<file path="src/rtl/pdse_pkg.sv">
// Shared types and constants for the prefix delta string encoder.
package pdse_pkg;

    localparam int MAX_KEY_BYTES_DEF = 256;

    localparam int POS_W  = 9;   // byte position within a key
    localparam int LEN_W  = 9;   // key length field
    localparam int PLEN_W = 10;  // stored previous length, holds 512
    localparam int VAL_W  = 10;  // header varint values
    localparam int RI_W   = 11;
    localparam int KSR_W  = 11;
    localparam int OFS_W  = 24;
    localparam int IDX_W  = 16;
    localparam int BUNDLE_BYTES = 5;
    localparam int CNT_W  = 3;

    localparam logic [RI_W-1:0]  RESTART_INTERVAL_RST = 11'd16;
    localparam logic [KSR_W-1:0] KSR_MAX = '1;
    localparam logic [OFS_W-1:0] OFS_MAX = '1;
    localparam logic [IDX_W-1:0] IDX_MAX = '1;

    // action codes carried in s_tuser
    localparam logic ACT_KEY_BYTE    = 1'b0;
    localparam logic ACT_BLOCK_START = 1'b1;

    typedef struct packed {
        logic             action;
        logic [7:0]       key_byte;
        logic [LEN_W-1:0] key_length;
        logic [POS_W-1:0] pos;
        logic             ends;
        logic             in_store;
    } pdse_item_t;

    typedef struct packed {
        logic [BUNDLE_BYTES-1:0][7:0] data;
        logic [CNT_W-1:0]             count;
        logic                         mark;
        logic                         last;
        logic [OFS_W-1:0]             offset;
        logic [IDX_W-1:0]             index;
    } pdse_bundle_t;

endpackage

</file>
<file path="src/rtl/pdse_key_store.sv">
// Previous-key byte store: one write port, one registered read port with forwarding.
module pdse_key_store #(
    parameter int MAX_KEY_BYTES = pdse_pkg::MAX_KEY_BYTES_DEF,
    localparam int AW = (MAX_KEY_BYTES > 1) ? $clog2(MAX_KEY_BYTES) : 1
) (
    input  logic          aclk,
    input  logic          rd_en,
    input  logic [AW-1:0] rd_addr,
    output logic [7:0]    rd_data,
    input  logic          wr_en,
    input  logic [AW-1:0] wr_addr,
    input  logic [7:0]    wr_data
);
    logic [7:0] mem [MAX_KEY_BYTES];
    logic [7:0] q_reg;
    logic       fwd_reg;
    logic [7:0] fwd_data_reg;

    always_ff @(posedge aclk) begin
        if (wr_en) begin
            mem[wr_addr] <= wr_data;
        end
        if (rd_en) begin
            q_reg        <= mem[rd_addr];
            // same-cycle write to the read entry wins
            fwd_reg      <= wr_en && (wr_addr == rd_addr);
            fwd_data_reg <= wr_data;
        end
    end

    assign rd_data = fwd_reg ? fwd_data_reg : q_reg;

endmodule

</file>
<file path="src/rtl/pdse_entry_unit.sv">
// Compare stage: matches a key byte against the store, updates entry state, builds output words.
module pdse_entry_unit #(
    parameter int MAX_KEY_BYTES = pdse_pkg::MAX_KEY_BYTES_DEF,
    localparam int AW = (MAX_KEY_BYTES > 1) ? $clog2(MAX_KEY_BYTES) : 1
) (
    input  logic                  aclk,
    input  logic                  aresetn,
    input  logic                  cfg_wr_en,
    input  logic [10:0]           cfg_wr_data,
    input  logic                  item_valid,
    input  pdse_pkg::pdse_item_t  item,
    output logic                  item_ready,
    input  logic [7:0]            rd_data,
    output logic                  wr_en,
    output logic [AW-1:0]         wr_addr,
    output logic [7:0]            wr_data,
    output logic                  push,
    output pdse_pkg::pdse_bundle_t bundle,
    input  logic                  push_ready
);
    import pdse_pkg::*;

    logic              s1_valid_reg;
    pdse_item_t        s1_reg;
    logic [RI_W-1:0]   ri_reg;
    logic [PLEN_W-1:0] prev_len_reg, prev_len_next;
    logic [VAL_W-1:0]  shared_reg, shared_next;
    logic              matching_reg, matching_next;
    logic [KSR_W-1:0]  ksr_reg, ksr_next;
    logic [OFS_W-1:0]  opos_reg, opos_next;
    logic [IDX_W-1:0]  kcount_reg, kcount_next;

    logic              first, empty, match, sm, advance;
    logic              emit_hdr, emit_byte;
    logic [KSR_W-1:0]  ksr_eff;
    logic [VAL_W-1:0]  sh, pos1, len10, total, hdr_shared, hdr_unshared;
    logic [CNT_W-1:0]  k;
    logic [OFS_W:0]    opos_sum;
    logic [AW+POS_W-1:0] pos_ext;

    assign first = (s1_reg.pos == '0);
    assign empty = (s1_reg.key_length == '0) && first;
    assign ksr_eff = (first && (ksr_reg >= ri_reg)) ? '0 : ksr_reg;
    assign sh = first ? '0 : shared_reg;
    assign sm = first || matching_reg;
    assign pos1 = {1'b0, s1_reg.pos} + 10'd1;
    assign len10 = {1'b0, s1_reg.key_length};
    assign total = (len10 > pos1) ? len10 : pos1;
    assign match = (ksr_eff != '0) && ({1'b0, s1_reg.pos} < prev_len_reg)
                   && s1_reg.in_store && (rd_data == s1_reg.key_byte);

    always_comb begin
        emit_hdr     = 1'b0;
        emit_byte    = 1'b0;
        hdr_shared   = '0;
        hdr_unshared = '0;
        shared_next  = sh;
        matching_next = sm;
        if (empty) begin
            emit_hdr = 1'b1;
        end else if (sm && match) begin
            shared_next = sh + 10'd1;
            emit_hdr    = s1_reg.ends;
            hdr_shared  = sh + 10'd1;
        end else if (sm) begin
            emit_hdr      = 1'b1;
            emit_byte     = 1'b1;
            hdr_shared    = sh;
            hdr_unshared  = total - sh;
            matching_next = 1'b0;
        end else begin
            emit_byte = 1'b1;
        end
    end

    // header varints, low 7-bit group first, then the pass-through byte
    always_comb begin
        bundle.data = '0;
        k = '0;
        if (emit_hdr) begin
            if (hdr_shared >= 10'd128) begin
                bundle.data[k] = {1'b1, hdr_shared[6:0]};
                k = k + 3'd1;
                bundle.data[k] = 8'(hdr_shared[9:7]);
            end else begin
                bundle.data[k] = hdr_shared[7:0];
            end
            k = k + 3'd1;
            if (hdr_unshared >= 10'd128) begin
                bundle.data[k] = {1'b1, hdr_unshared[6:0]};
                k = k + 3'd1;
                bundle.data[k] = 8'(hdr_unshared[9:7]);
            end else begin
                bundle.data[k] = hdr_unshared[7:0];
            end
            k = k + 3'd1;
        end
        if (emit_byte) begin
            bundle.data[k] = s1_reg.key_byte;
            k = k + 3'd1;
        end
        if (s1_reg.action == ACT_BLOCK_START) begin
            k = '0;
        end
        bundle.count  = k;
        bundle.mark   = emit_hdr && (ksr_eff == '0);
        bundle.last   = s1_reg.ends;
        bundle.offset = opos_reg;
        bundle.index  = kcount_reg;
    end

    assign advance    = s1_valid_reg && ((bundle.count == '0) || push_ready);
    assign item_ready = !s1_valid_reg || advance;
    assign push       = advance && (bundle.count != '0);

    assign pos_ext = {{AW{1'b0}}, s1_reg.pos};
    assign wr_en   = advance && (s1_reg.action == ACT_KEY_BYTE) && !empty && s1_reg.in_store;
    assign wr_addr = pos_ext[AW-1:0];
    assign wr_data = s1_reg.key_byte;

    assign opos_sum = {1'b0, opos_reg} + 25'(bundle.count);
    assign opos_next = (opos_sum > {1'b0, OFS_MAX}) ? OFS_MAX : opos_sum[OFS_W-1:0];

    always_comb begin
        prev_len_next = prev_len_reg;
        ksr_next      = ksr_eff;
        kcount_next   = kcount_reg;
        if (s1_reg.ends) begin
            if (empty) begin
                prev_len_next = '0;
            end else if (int'(pos1) > MAX_KEY_BYTES) begin
                prev_len_next = PLEN_W'(MAX_KEY_BYTES);
            end else begin
                prev_len_next = pos1;
            end
            if (ksr_eff != KSR_MAX) begin
                ksr_next = ksr_eff + 11'd1;
            end
            if (kcount_reg != IDX_MAX) begin
                kcount_next = kcount_reg + 16'd1;
            end
        end
    end

    always_ff @(posedge aclk) begin
        if (!aresetn) begin
            s1_valid_reg <= 1'b0;
            ri_reg       <= RESTART_INTERVAL_RST;
            prev_len_reg <= '0;
            shared_reg   <= '0;
            matching_reg <= 1'b1;
            ksr_reg      <= '0;
            opos_reg     <= '0;
            kcount_reg   <= '0;
        end else begin
            if (cfg_wr_en) begin
                ri_reg <= cfg_wr_data;
            end
            if (item_ready) begin
                s1_valid_reg <= item_valid;
            end
            if (advance) begin
                if (s1_reg.action == ACT_BLOCK_START) begin
                    prev_len_reg <= '0;
                    shared_reg   <= '0;
                    matching_reg <= 1'b1;
                    ksr_reg      <= '0;
                    opos_reg     <= '0;
                    kcount_reg   <= '0;
                end else begin
                    prev_len_reg <= prev_len_next;
                    shared_reg   <= shared_next;
                    matching_reg <= s1_reg.ends ? 1'b1 : matching_next;
                    ksr_reg      <= ksr_next;
                    opos_reg     <= opos_next;
                    kcount_reg   <= kcount_next;
                end
            end
        end
    end

    always_ff @(posedge aclk) begin
        if (item_ready && item_valid) begin
            s1_reg <= item;
        end
    end

endmodule

</file>
<file path="src/rtl/pdse_out_serializer.sv">
// Output register: sends the bytes of one entry word group one word per cycle while out_ready is high.
module pdse_out_serializer (
    input  logic                   aclk,
    input  logic                   aresetn,
    input  logic                   push,
    input  pdse_pkg::pdse_bundle_t bundle,
    output logic                   push_ready,
    output logic                   out_valid,
    input  logic                   out_ready,
    output logic [7:0]             out_byte,
    output logic [23:0]            out_offset,
    output logic                   restart_mark,
    output logic [15:0]            entry_index,
    output logic                   entry_last
);
    import pdse_pkg::*;

    logic             valid_reg;
    pdse_bundle_t     b_reg;
    logic [CNT_W-1:0] sel_reg;
    logic [OFS_W-1:0] off_reg;
    logic             at_last;

    assign at_last    = (sel_reg == (b_reg.count - 3'd1));
    assign push_ready = !valid_reg || (out_ready && at_last);

    assign out_valid    = valid_reg;
    assign out_byte     = b_reg.data[sel_reg];
    assign out_offset   = off_reg;
    assign restart_mark = b_reg.mark && (sel_reg == '0);
    assign entry_index  = b_reg.index;
    assign entry_last   = b_reg.last && at_last;

    always_ff @(posedge aclk) begin
        if (!aresetn) begin
            valid_reg <= 1'b0;
            sel_reg   <= '0;
        end else if (push_ready) begin
            valid_reg <= push;
            sel_reg   <= '0;
        end else if (out_ready) begin
            sel_reg <= sel_reg + 3'd1;
        end
    end

    always_ff @(posedge aclk) begin
        if (push && push_ready) begin
            b_reg   <= bundle;
            off_reg <= bundle.offset;
        end else if (valid_reg && out_ready && (off_reg != OFS_MAX)) begin
            off_reg <= off_reg + 24'd1;
        end
    end

endmodule

</file>
<file path="src/rtl/prefix_delta_string_encoder.sv">
// Top level of the prefix delta string encoder (front coding of sorted keys).
//
//  channel  | direction | contents
//  ---------+-----------+---------------------------------------------------
//  s_*      | in        | one key byte per word, key length, action in tuser
//  m_*      | out       | one encoded byte per word with offset and entry index
//  cfg_wr_* | in        | restart_interval write
//
// A key byte is accepted every cycle while the output keeps up. A byte that
// ends the shared prefix emits up to five words (two varints plus the byte),
// one per cycle on m_* while m_tready is high, and the next byte that emits
// words waits in the compare stage until the last of them is taken. From s_*
// to m_* a word passes the previous-key memory read register and the output
// register. Reset is synchronous and needs no clearing pass.
module prefix_delta_string_encoder #(
    parameter int MAX_KEY_BYTES = pdse_pkg::MAX_KEY_BYTES_DEF
) (
    input  logic        aclk,
    input  logic        aresetn,
    input  logic        cfg_wr_en,
    input  logic [10:0] cfg_wr_data,
    input  logic        s_tvalid,
    output logic        s_tready,
    input  logic [23:0] s_tdata,   // [7:0] key_byte, [16:8] key_length, [23:17] zero
    input  logic        s_tuser,   // action
    output logic        m_tvalid,
    input  logic        m_tready,
    output logic [47:0] m_tdata,   // [7:0] out_byte, [31:8] out_offset, [47:32] entry_index
    output logic        m_tuser,   // restart_mark
    output logic        m_tlast    // entry_last
);
    import pdse_pkg::*;

    localparam int AW = (MAX_KEY_BYTES > 1) ? $clog2(MAX_KEY_BYTES) : 1;

    logic [POS_W-1:0]    bp_reg;
    logic                accept;
    pdse_item_t          item;
    logic [AW+POS_W-1:0] pos_ext;
    logic [7:0]          rd_data;
    logic                wr_en;
    logic [AW-1:0]       wr_addr;
    logic [7:0]          wr_data;
    logic                push, push_ready;
    pdse_bundle_t        bundle;
    logic [7:0]          out_byte;
    logic [23:0]         out_offset;
    logic [15:0]         entry_index;

    assign accept = s_tvalid && s_tready;

    assign item.action     = s_tuser;
    assign item.key_byte   = s_tdata[7:0];
    assign item.key_length = s_tdata[16:8];
    assign item.pos        = bp_reg;
    // zero length also lands here: the empty key ends on its only word
    assign item.ends       = ({1'b0, bp_reg} + 10'd1) >= {1'b0, s_tdata[16:8]};
    assign item.in_store   = int'(bp_reg) < MAX_KEY_BYTES;

    assign pos_ext = {{AW{1'b0}}, bp_reg};

    always_ff @(posedge aclk) begin
        if (!aresetn) begin
            bp_reg <= '0;
        end else if (accept) begin
            if (s_tuser == ACT_BLOCK_START || item.ends) begin
                bp_reg <= '0;
            end else begin
                bp_reg <= bp_reg + 9'd1;
            end
        end
    end

    pdse_key_store #(
        .MAX_KEY_BYTES(MAX_KEY_BYTES)
    ) u_store (
        .aclk    (aclk),
        .rd_en   (accept && item.in_store),
        .rd_addr (pos_ext[AW-1:0]),
        .rd_data (rd_data),
        .wr_en   (wr_en),
        .wr_addr (wr_addr),
        .wr_data (wr_data)
    );

    pdse_entry_unit #(
        .MAX_KEY_BYTES(MAX_KEY_BYTES)
    ) u_entry (
        .aclk        (aclk),
        .aresetn     (aresetn),
        .cfg_wr_en   (cfg_wr_en),
        .cfg_wr_data (cfg_wr_data),
        .item_valid  (s_tvalid),
        .item        (item),
        .item_ready  (s_tready),
        .rd_data     (rd_data),
        .wr_en       (wr_en),
        .wr_addr     (wr_addr),
        .wr_data     (wr_data),
        .push        (push),
        .bundle      (bundle),
        .push_ready  (push_ready)
    );

    pdse_out_serializer u_out (
        .aclk         (aclk),
        .aresetn      (aresetn),
        .push         (push),
        .bundle       (bundle),
        .push_ready   (push_ready),
        .out_valid    (m_tvalid),
        .out_ready    (m_tready),
        .out_byte     (out_byte),
        .out_offset   (out_offset),
        .restart_mark (m_tuser),
        .entry_index  (entry_index),
        .entry_last   (m_tlast)
    );

    assign m_tdata = {entry_index, out_offset, out_byte};

endmodule
</file>
<file path="config.mk">
export PLATFORM = sky130hd
export DESIGN_NAME = prefix_delta_string_encoder
export DESIGN_NICKNAME = d
export VERILOG_FILES = /design/src/rtl/pdse_pkg.sv /design/src/rtl/pdse_key_store.sv /design/src/rtl/pdse_entry_unit.sv /design/src/rtl/pdse_out_serializer.sv /design/src/rtl/prefix_delta_string_encoder.sv
export SDC_FILE = /design/constraint.sdc
export NUM_CORES = 2
export LEC_CHECK = 0
export BUFFER_PORTS_ARGS = -buffer_cell sky130_fd_sc_hd__buf_2
export CAP_MARGIN = 10
export CORE_AREA = 3 3 457 346
export CTS_BUF_LIST = sky130_fd_sc_hd__clkbuf_8
export DETAILED_ROUTE_END_ITERATION = 8
export DIE_AREA = 0 0 460 349
export GPL_ROUTABILITY_DRIVEN = 0
export PLACE_DENSITY = 0.76
export SLEW_MARGIN = 10
export SYNTH_ARGS = -nofsm -noshare
export SYNTH_HDL_FRONTEND = slang
export SYNTH_SLANG_ARGS = --single-unit
export TNS_END_PERCENT = 100
</file>
<file path="constraint.sdc">
create_clock -name aclk -period 10.8 [get_ports aclk]
set_input_delay 2.16 -clock aclk [delete_from_list [all_inputs] [get_ports aclk]]
set_output_delay 2.16 -clock aclk [all_outputs]
set_load 0.02 [all_outputs]
</file>
# Word-level counts from Yosys, hierarchy flattened
# Memory sizes are Yosys's and may differ from the RTL's. A register that Yosys moved wholly into a read port is not among the register bits.
# Cells that the tools add are included.
# Widths: inputs -> output; s select.
totals:
  ramBits: 2048
  register_bits: 220
  in_bits: 41
  memories: 1
memory_table:
  columns: ["memory", "depth", "width", "rd", "rd_ports_with_merged_regs", "write_ports", "line_no", "rtl"]
  rows:
  - ["u_store.mem", 256, 8, 1, 1, 1, "pdse_key_store.sv:14", "logic [7:0] mem [MAX_KEY_BYTES];"]
op_classes:
  addsub: 15
  eq_ne: 6
  order_cmp: 16
  bitwise: 2
  n_reduce_logical: 45
  muxes: 65
op_table:
  columns: ["operator", "count"]
  rows:
  - ["$bwmux 40", 4]
  - ["$mux 10", 15]
  - ["$mux 40", 3]
  - ["$mux 24", 4]
  - ["$demux 8 s3", 3]
  - ["$mux 8", 8]
  - ["$mux 16", 3]
  - ["$mux 11", 4]
  - ["$add 24x3->25", 1]
  - ["$gt 25x24->1 const B", 1]
  - ["$add 24x1->24 const B", 1]
  - ["$bmux 8 s3", 1]
  - ["$logic_and 1x1->1", 24]
  - ["$ne 24x24->1 const B", 1]
  - ["$mux 3", 7]
  - ["$add 9x1->10 const B", 2]
  - ["$ge 10x8->1 const B", 2]
  - ["$logic_not 9->1", 2]
  - ["$add 16x1->16 const B", 1]
  - ["$eq 8x8->1", 2]
  - ["$lt 3x4->1 const B", 4]
  - ["$ne 16x16->1 const B", 1]
  - ["$add 3x1->3 const B", 5]
  - ["$mux 1", 12]
  - ["other kinds (26)", 38]

# Depth between registers and ports, before layout
depth:
  word_depth: 30
  depth_mapped: 43
  ltp_nobuf: 42

# Hierarchy
# From an unflattened synthesis, not the netlist that was laid out.
hier_totals:
  hier_cells: 5167
  hier_area_um2: 92985.4
modules_own_cells:
  columns: ["mod", "cells_each", "instances", "area_per_inst_um2"]
  rows:
  - ["pdse_key_store", 3806, 1, 80324.5]
  - ["pdse_entry_unit", 977, 1, 7967.6]
  - ["pdse_out_serializer", 299, 1, 3972.6]
  - ["prefix_delta_string_encoder", 85, 1, 720.7]

# Worst setup path before layout
# No wires, ideal clock.
synth_timing:
  path_type: "reg2out"
  startpoint: "register u_entry.s1_reg (netlist bit u_entry.wr_data[3])"
  endpoint: "output port s_tready"
  path_stages_with_launch: 18
  required_time_ns: 8.640
  arrival_ns: 7.170
  path_slack_ns: 1.470
  cell_sequence: "edfxtp_1 xnor2_1 nor4_2 o2111ai_1 a211oi_4 mux2_2 o21ai_1 buf_2 ha_1 and2_1 ha_1 xor2_1 nor2_1 nand3_1 mux2i_4 or3_1 mux2i_1 inv_1"
synth_via:
  elab_chain_len: 21
  elab_cells_between_ends: 28
  classes_between: "add/sub (4); order compare (2); eq/ne (1); mux (15); reduce/logical (6)"
synth_lines:
  columns: ["item", "line_no", "rtl"]
  rows:
  - ["start: declaration", "pdse_entry_unit.sv:24", "pdse_item_t s1_reg;"]
  - ["start signal: assignment", "pdse_entry_unit.sv:184", "s1_reg <= item;"]
  - ["$eq 8x8->1 *", "pdse_entry_unit.sv:50", "&& s1_reg.in_store && (rd_data == s1_reg.key_byte);"]
  - ["$logic_and 1x1->1 *", "pdse_entry_unit.sv:50", null]
  - ["$logic_and 1x1->1 *", "pdse_entry_unit.sv:61", "end else if (sm && match) begin"]
  - ["$mux 10", "pdse_entry_unit.sv:61", null]
  - ["$mux 10", "pdse_entry_unit.sv:59", "if (empty) begin"]
  - ["$ge 10x8->1", "pdse_entry_unit.sv:81", "if (hdr_shared >= 10'd128) begin"]
  - ["$mux 1", "pdse_entry_unit.sv:81", null]
  - ["$mux 3", "pdse_entry_unit.sv:80", "if (emit_hdr) begin"]
  - ["[... 5 more ...]", null, null]
  - ["$mux 3", "pdse_entry_unit.sv:80", null]
  - ["$add 3x1->3", "pdse_entry_unit.sv:100", "k = k + 3'd1;"]
  - ["$mux 3 *", "pdse_entry_unit.sv:98", "if (emit_byte) begin"]
  - ["$mux 3 *", "pdse_entry_unit.sv:102", "if (s1_reg.action == ACT_BLOCK_START) begin"]
  - ["$logic_not 3->1 *", "pdse_entry_unit.sv:112", "assign advance = s1_valid_reg && ((bundle.count == '0) || push_ready);"]
  - ["$logic_or 1x1->1 *", "pdse_entry_unit.sv:112", null]
  - ["$logic_and 1x1->1 *", "pdse_entry_unit.sv:112", null]
  - ["$logic_or 1x1->1 *", "pdse_entry_unit.sv:113", "assign item_ready = !s1_valid_reg || advance;"]
  - ["end: declaration", "prefix_delta_string_encoder.sv:23", "output logic s_tready,"]
# Every way passes the cells marked *; elsewhere a longest branch is shown, timed or not. The select of a mux whose other input is x is not followed.

# Final worst setup path
layout_timing:
  startpoint: "register u_entry.s1_reg (netlist bit u_entry.wr_addr[0])"
  endpoint: "output port s_tready"
layout_via:
  elab_chain_len: 26
  elab_cells_between_ends: 45
  classes_between: "add/sub (7); order compare (4); mux (21); reduce/logical (13)"
layout_lines:
  columns: ["item", "line_no"]
  rows:
  - ["branches (longest 20 deep; another with $add 9x1->10)", null]
  - ["$mux 3 *", "pdse_entry_unit.sv:98"]
  - ["$mux 3 *", "pdse_entry_unit.sv:102"]
  - ["$logic_not 3->1 *", "pdse_entry_unit.sv:112"]
  - ["$logic_or 1x1->1 *", "pdse_entry_unit.sv:112"]
  - ["$logic_and 1x1->1 *", "pdse_entry_unit.sv:112"]
  - ["$logic_or 1x1->1 *", "pdse_entry_unit.sv:113"]
# Mark *: on every way between the ends. The select of a mux whose other input is x is not followed.

==> flow_metrics.py <==
metrics = {
    "power": {
        "p_comb_frac": 0.049,
        "pwr-share-seq": 0.567,
        "sw_frac_of_total": 0.219,
        "total_power_w": 0.0172,
        "internal_power_w": 0.0134,
        "leakage_nw": 31.2,
        "power_switching_w": 0.00376,
        "power.density_mw_per_mm2": 170,
        "ir_worst_vdd_uv": 181,
        "clock_power_share": 0.384,
    },
    "worst_setup_path": {
        "crit_path_max_fanout": 23,
        "rrSetupSlack_ns": 1.24,
        "crit_buf_inv": 8,
        "endpoint": "s_tready",
        "critPathSlowestCell": "or3b_2",
        "critical_path_arrival_ns": 8.19,
        "critPathMaxStageDelay_ns": 0.76,
        "reg2regPathDepth": 32,
        "cp-end-kind": "output pin",
        "path_common_cell": "inv_1",
        "cp.depth": 30,
        "r2r_start": "u_entry.wr_addr[0]",
        "crit_required_ns": 8.64,
        "path_class": "reg -> out",
        "crit_family": "simple AND/OR/NAND/NOR gates",
        "worst_r2r_endpoint": "u_store.mem[127][4]",
        "cp-start-kind": "flop",
        "cp-startpoint": "u_entry.wr_addr[0]",
    },
    "global_routing": {
        "track_usage": 0.270,
        "grt_max_degree": 195,
        "antenna_found_initial": 6,
        "grt_first_pass_wirelength_um": 315000,
        "grt_overflow": 0,
        "grt_pass1_vias": 46500,
    },
    "route": {
        "ant_nets": 0,
        "wl_um": 214000,
        "wl_per_cell_um": 29.8,
        "vias_per_cell": 6.63,
        "vias": 47600,
        "drc_errors": 0,
        "drt_iter0_drc": 6913,
        "dr.pass1.iters": 5,
    },
    "clock_network": {
        "clkSlewWorstSetupHoldPaths_ns": 0.07,
        "htreeDepth": 5,
        "cts_tree": "yes",
        "clk_latency_ns": 1.03,
        "clock_path_buffers": 4,
        "numCtsBuffers": 343,
        "cts_root_buf": "clkbuf_8",
        "clock_sinks": 2276,
    },
    "synth": {
        "syn_area_mm2": 0.0921,
        "ys.flop_type": "edfxtp_1",
        "syn_inst": 4674,
        "yosys_register_bits": 2276,
        "syn_nets": 4778,
        "synth_cell_type_count": 82,
        "synth_edf_count": 2179,
        "avgSynthCellArea_um2": 19.7,
        "synth-seq-area-share": 0.731,
        "async_flop_share": 0,
        "yosys_warnings": 0,
    },
    "floorplan": {
        "start_util": 0.597,
        "die_h_um": 349,
        "rows": 125,
        "dieArea_mm2": 0.161,
        "core_mm2": 0.154,
        "die_w_um": 460,
        "pin_count": 93,
    },
    "cells_and_area": {
        "layout-drive-gt1-share": 0.255,
        "area_growth_syn_to_layout_pct": 9.64,
        "nets": 5019,
        "fillCellCount": 9823,
        "largest_reg_flops": 2048,
    },
    "sta": {
        "period_share": 0.958,
        "hold_viol_final": 0,
        "min_period_ns": 10.35,
        "slew_headroom": 0.163,
        "tns_ns": 0,
        "skew_ns": 0.0626,
        "setup-violations-final": 0,
        "fmax_mhz": 96.6,
        "tightest_slew_ns": 1.25,
        "maxSlewViolCount": 0,
        "whs_ns": 0.442,
    },
    "run_status": {
        "outcome": "completed",
    },
    "placed_design": {
        "hpwl_um": 130000,
        "portBuffers": 85,
    },
    "job": {
        "drv_cap": 0,
    },
    "min_path": {
        "hold_path.class": "reg -> reg",
    },
}
-- worst min-delay path, stage by stage (launching register included) --
cell and delay (ns):
dfxtp_1 0.32, nand2_1 0.06, nor2_1 0.03
-- layer usage --
layer,global-route usage,up-vias,part of all wire
met2,0.380,3035,0.45
li1,-,19600,-
met5,0.00543,-,0.00070
met1,0.417,24600,0.40
met4,0.0810,6,0.026
met3,0.0781,383,0.13
-- worst min-delay path by stage --
| stage | from | endpoint | cells after the start |
|---|---|---|---|
| floorplan | bp_reg[2] | u_entry.wr_addr[2] | 0 |
| global placement | u_entry.prev_len_reg[9] | u_entry.prev_len_reg[9] | 2 |
| detailed placement | u_entry.prev_len_reg[9] | u_entry.prev_len_reg[9] | 2 |
| CTS | u_entry.prev_len_reg[9] | u_entry.prev_len_reg[9] | 2 |
| global route | u_entry.prev_len_reg[9] | u_entry.prev_len_reg[9] | 2 |
| finish | u_entry.prev_len_reg[9] | u_entry.prev_len_reg[9] | 2 |
-- cells by family after synthesis --
kind of cell               share of synthesized area
adders and majority gates                    0.00872
xor gates and xnor gates                     0.00786
muxes                                          0.171
AOI/OAI and AO/OA                             0.0236
DFF                                            0.731
buffers and inverters                         0.0156
and+or+nand+nor                               0.0424
-- cells in the final DEF, fill, tap and decap left out, drive strengths merged, types with 11 or more instances in the layout --
master	Yosys	layout
nor2b	14	14
mux4	680	680
o211ai	15	15
xor2	25	25
mux2	12	12
edfxtp	2179	2179
nor2	382	382
and3	27	27
nand2	174	174
nand4	23	23
dfxtp	97	97
mux2i	25	25
clkbuf	148	352
a31oi	28	28
a21oi	101	101
nor4	19	19
and2	32	32
inv	87	185
nand3	95	95
buf	118	161
nor3	34	34
bufinv	0	16
a22oi	17	17
xnor2	55	55
ha	61	61
o21ai	81	81
a22o	18	18
o31ai	15	15
clkinv	0	116
o221a	11	11
-- synthesized netlist by cell type, types with 16 or more instances --
cell type     n  share of area
and2_1       32         0.0022
and3_1       27         0.0018
mux2i_1      24         0.0026
a22o_1       18         0.0017
o21ai_0      74         0.0040
buf_4        16         0.0013
ha_1         61         0.0083
xor2_1       25         0.0024
mux4_2      680           0.17
nand4_1      23         0.0016
nor2_1      379          0.015
buf_1        71         0.0029
clkbuf_1    147         0.0060
a22oi_1      17         0.0014
edfxtp_1   2179           0.71
a21oi_1      99         0.0054
a31oi_1      28         0.0019
nor4_1       18         0.0012
nand3_1      91         0.0049
nor3_1       31         0.0017
buf_2        29         0.0016
xnor2_1      55         0.0052
inv_1        85         0.0035
nand2_1     172         0.0070
dfxtp_1      97          0.021
-- through the flow --
stage                     worst slack [ns]  cell area [um2]  utilization  cells
after floorplan                       1.47            92100            -   4674
after global placement                1.10            94700        0.614   6596
after detailed placement              1.07            94700        0.614   6596
after CTS                            0.129           101000        0.655   7185
after global routing               -0.0128           101000        0.655   7189
final                                0.451           101000        0.655   7190
-- area by class of cell --
cell class              instances  area, um2  area share
flip-flops and latches       2276      67400       0.667
multi-input cells            2045      23400       0.231
clock buffers                 351       4830      0.0478
well taps                    2032       2540      0.0252
clock inverters               235       1370      0.0136
repair buffers                162       1170      0.0116
inverters                      87        327     0.00323
diodes                          2       5.00   0.0000495
-- repair_timing --
| action | CTS | global route |
|---|---|---|
| endpoints found under the setup margin | 1 | 1 |
| resized for setup | 1 | 8 |
| hold buffers | 0 | 0 |
| pin swaps | 0 | 3 |
| hold endpoints to repair | 0 | 0 |
| setup buffers | 3 | 2 |
-- power by group through the flow --
stage	Clock, W	Sequential (W)	Combinational, W
after floorplan	0	0.0100	0.000485
after global placement	0	0.00993	0.000810
after detailed placement	0	0.00993	0.000831
after CTS	0.00668	0.00974	0.000834
after global routing	0.00707	0.00974	0.000898
final	0.00659	0.00975	0.000840
(Power assumes the default switching activity.)
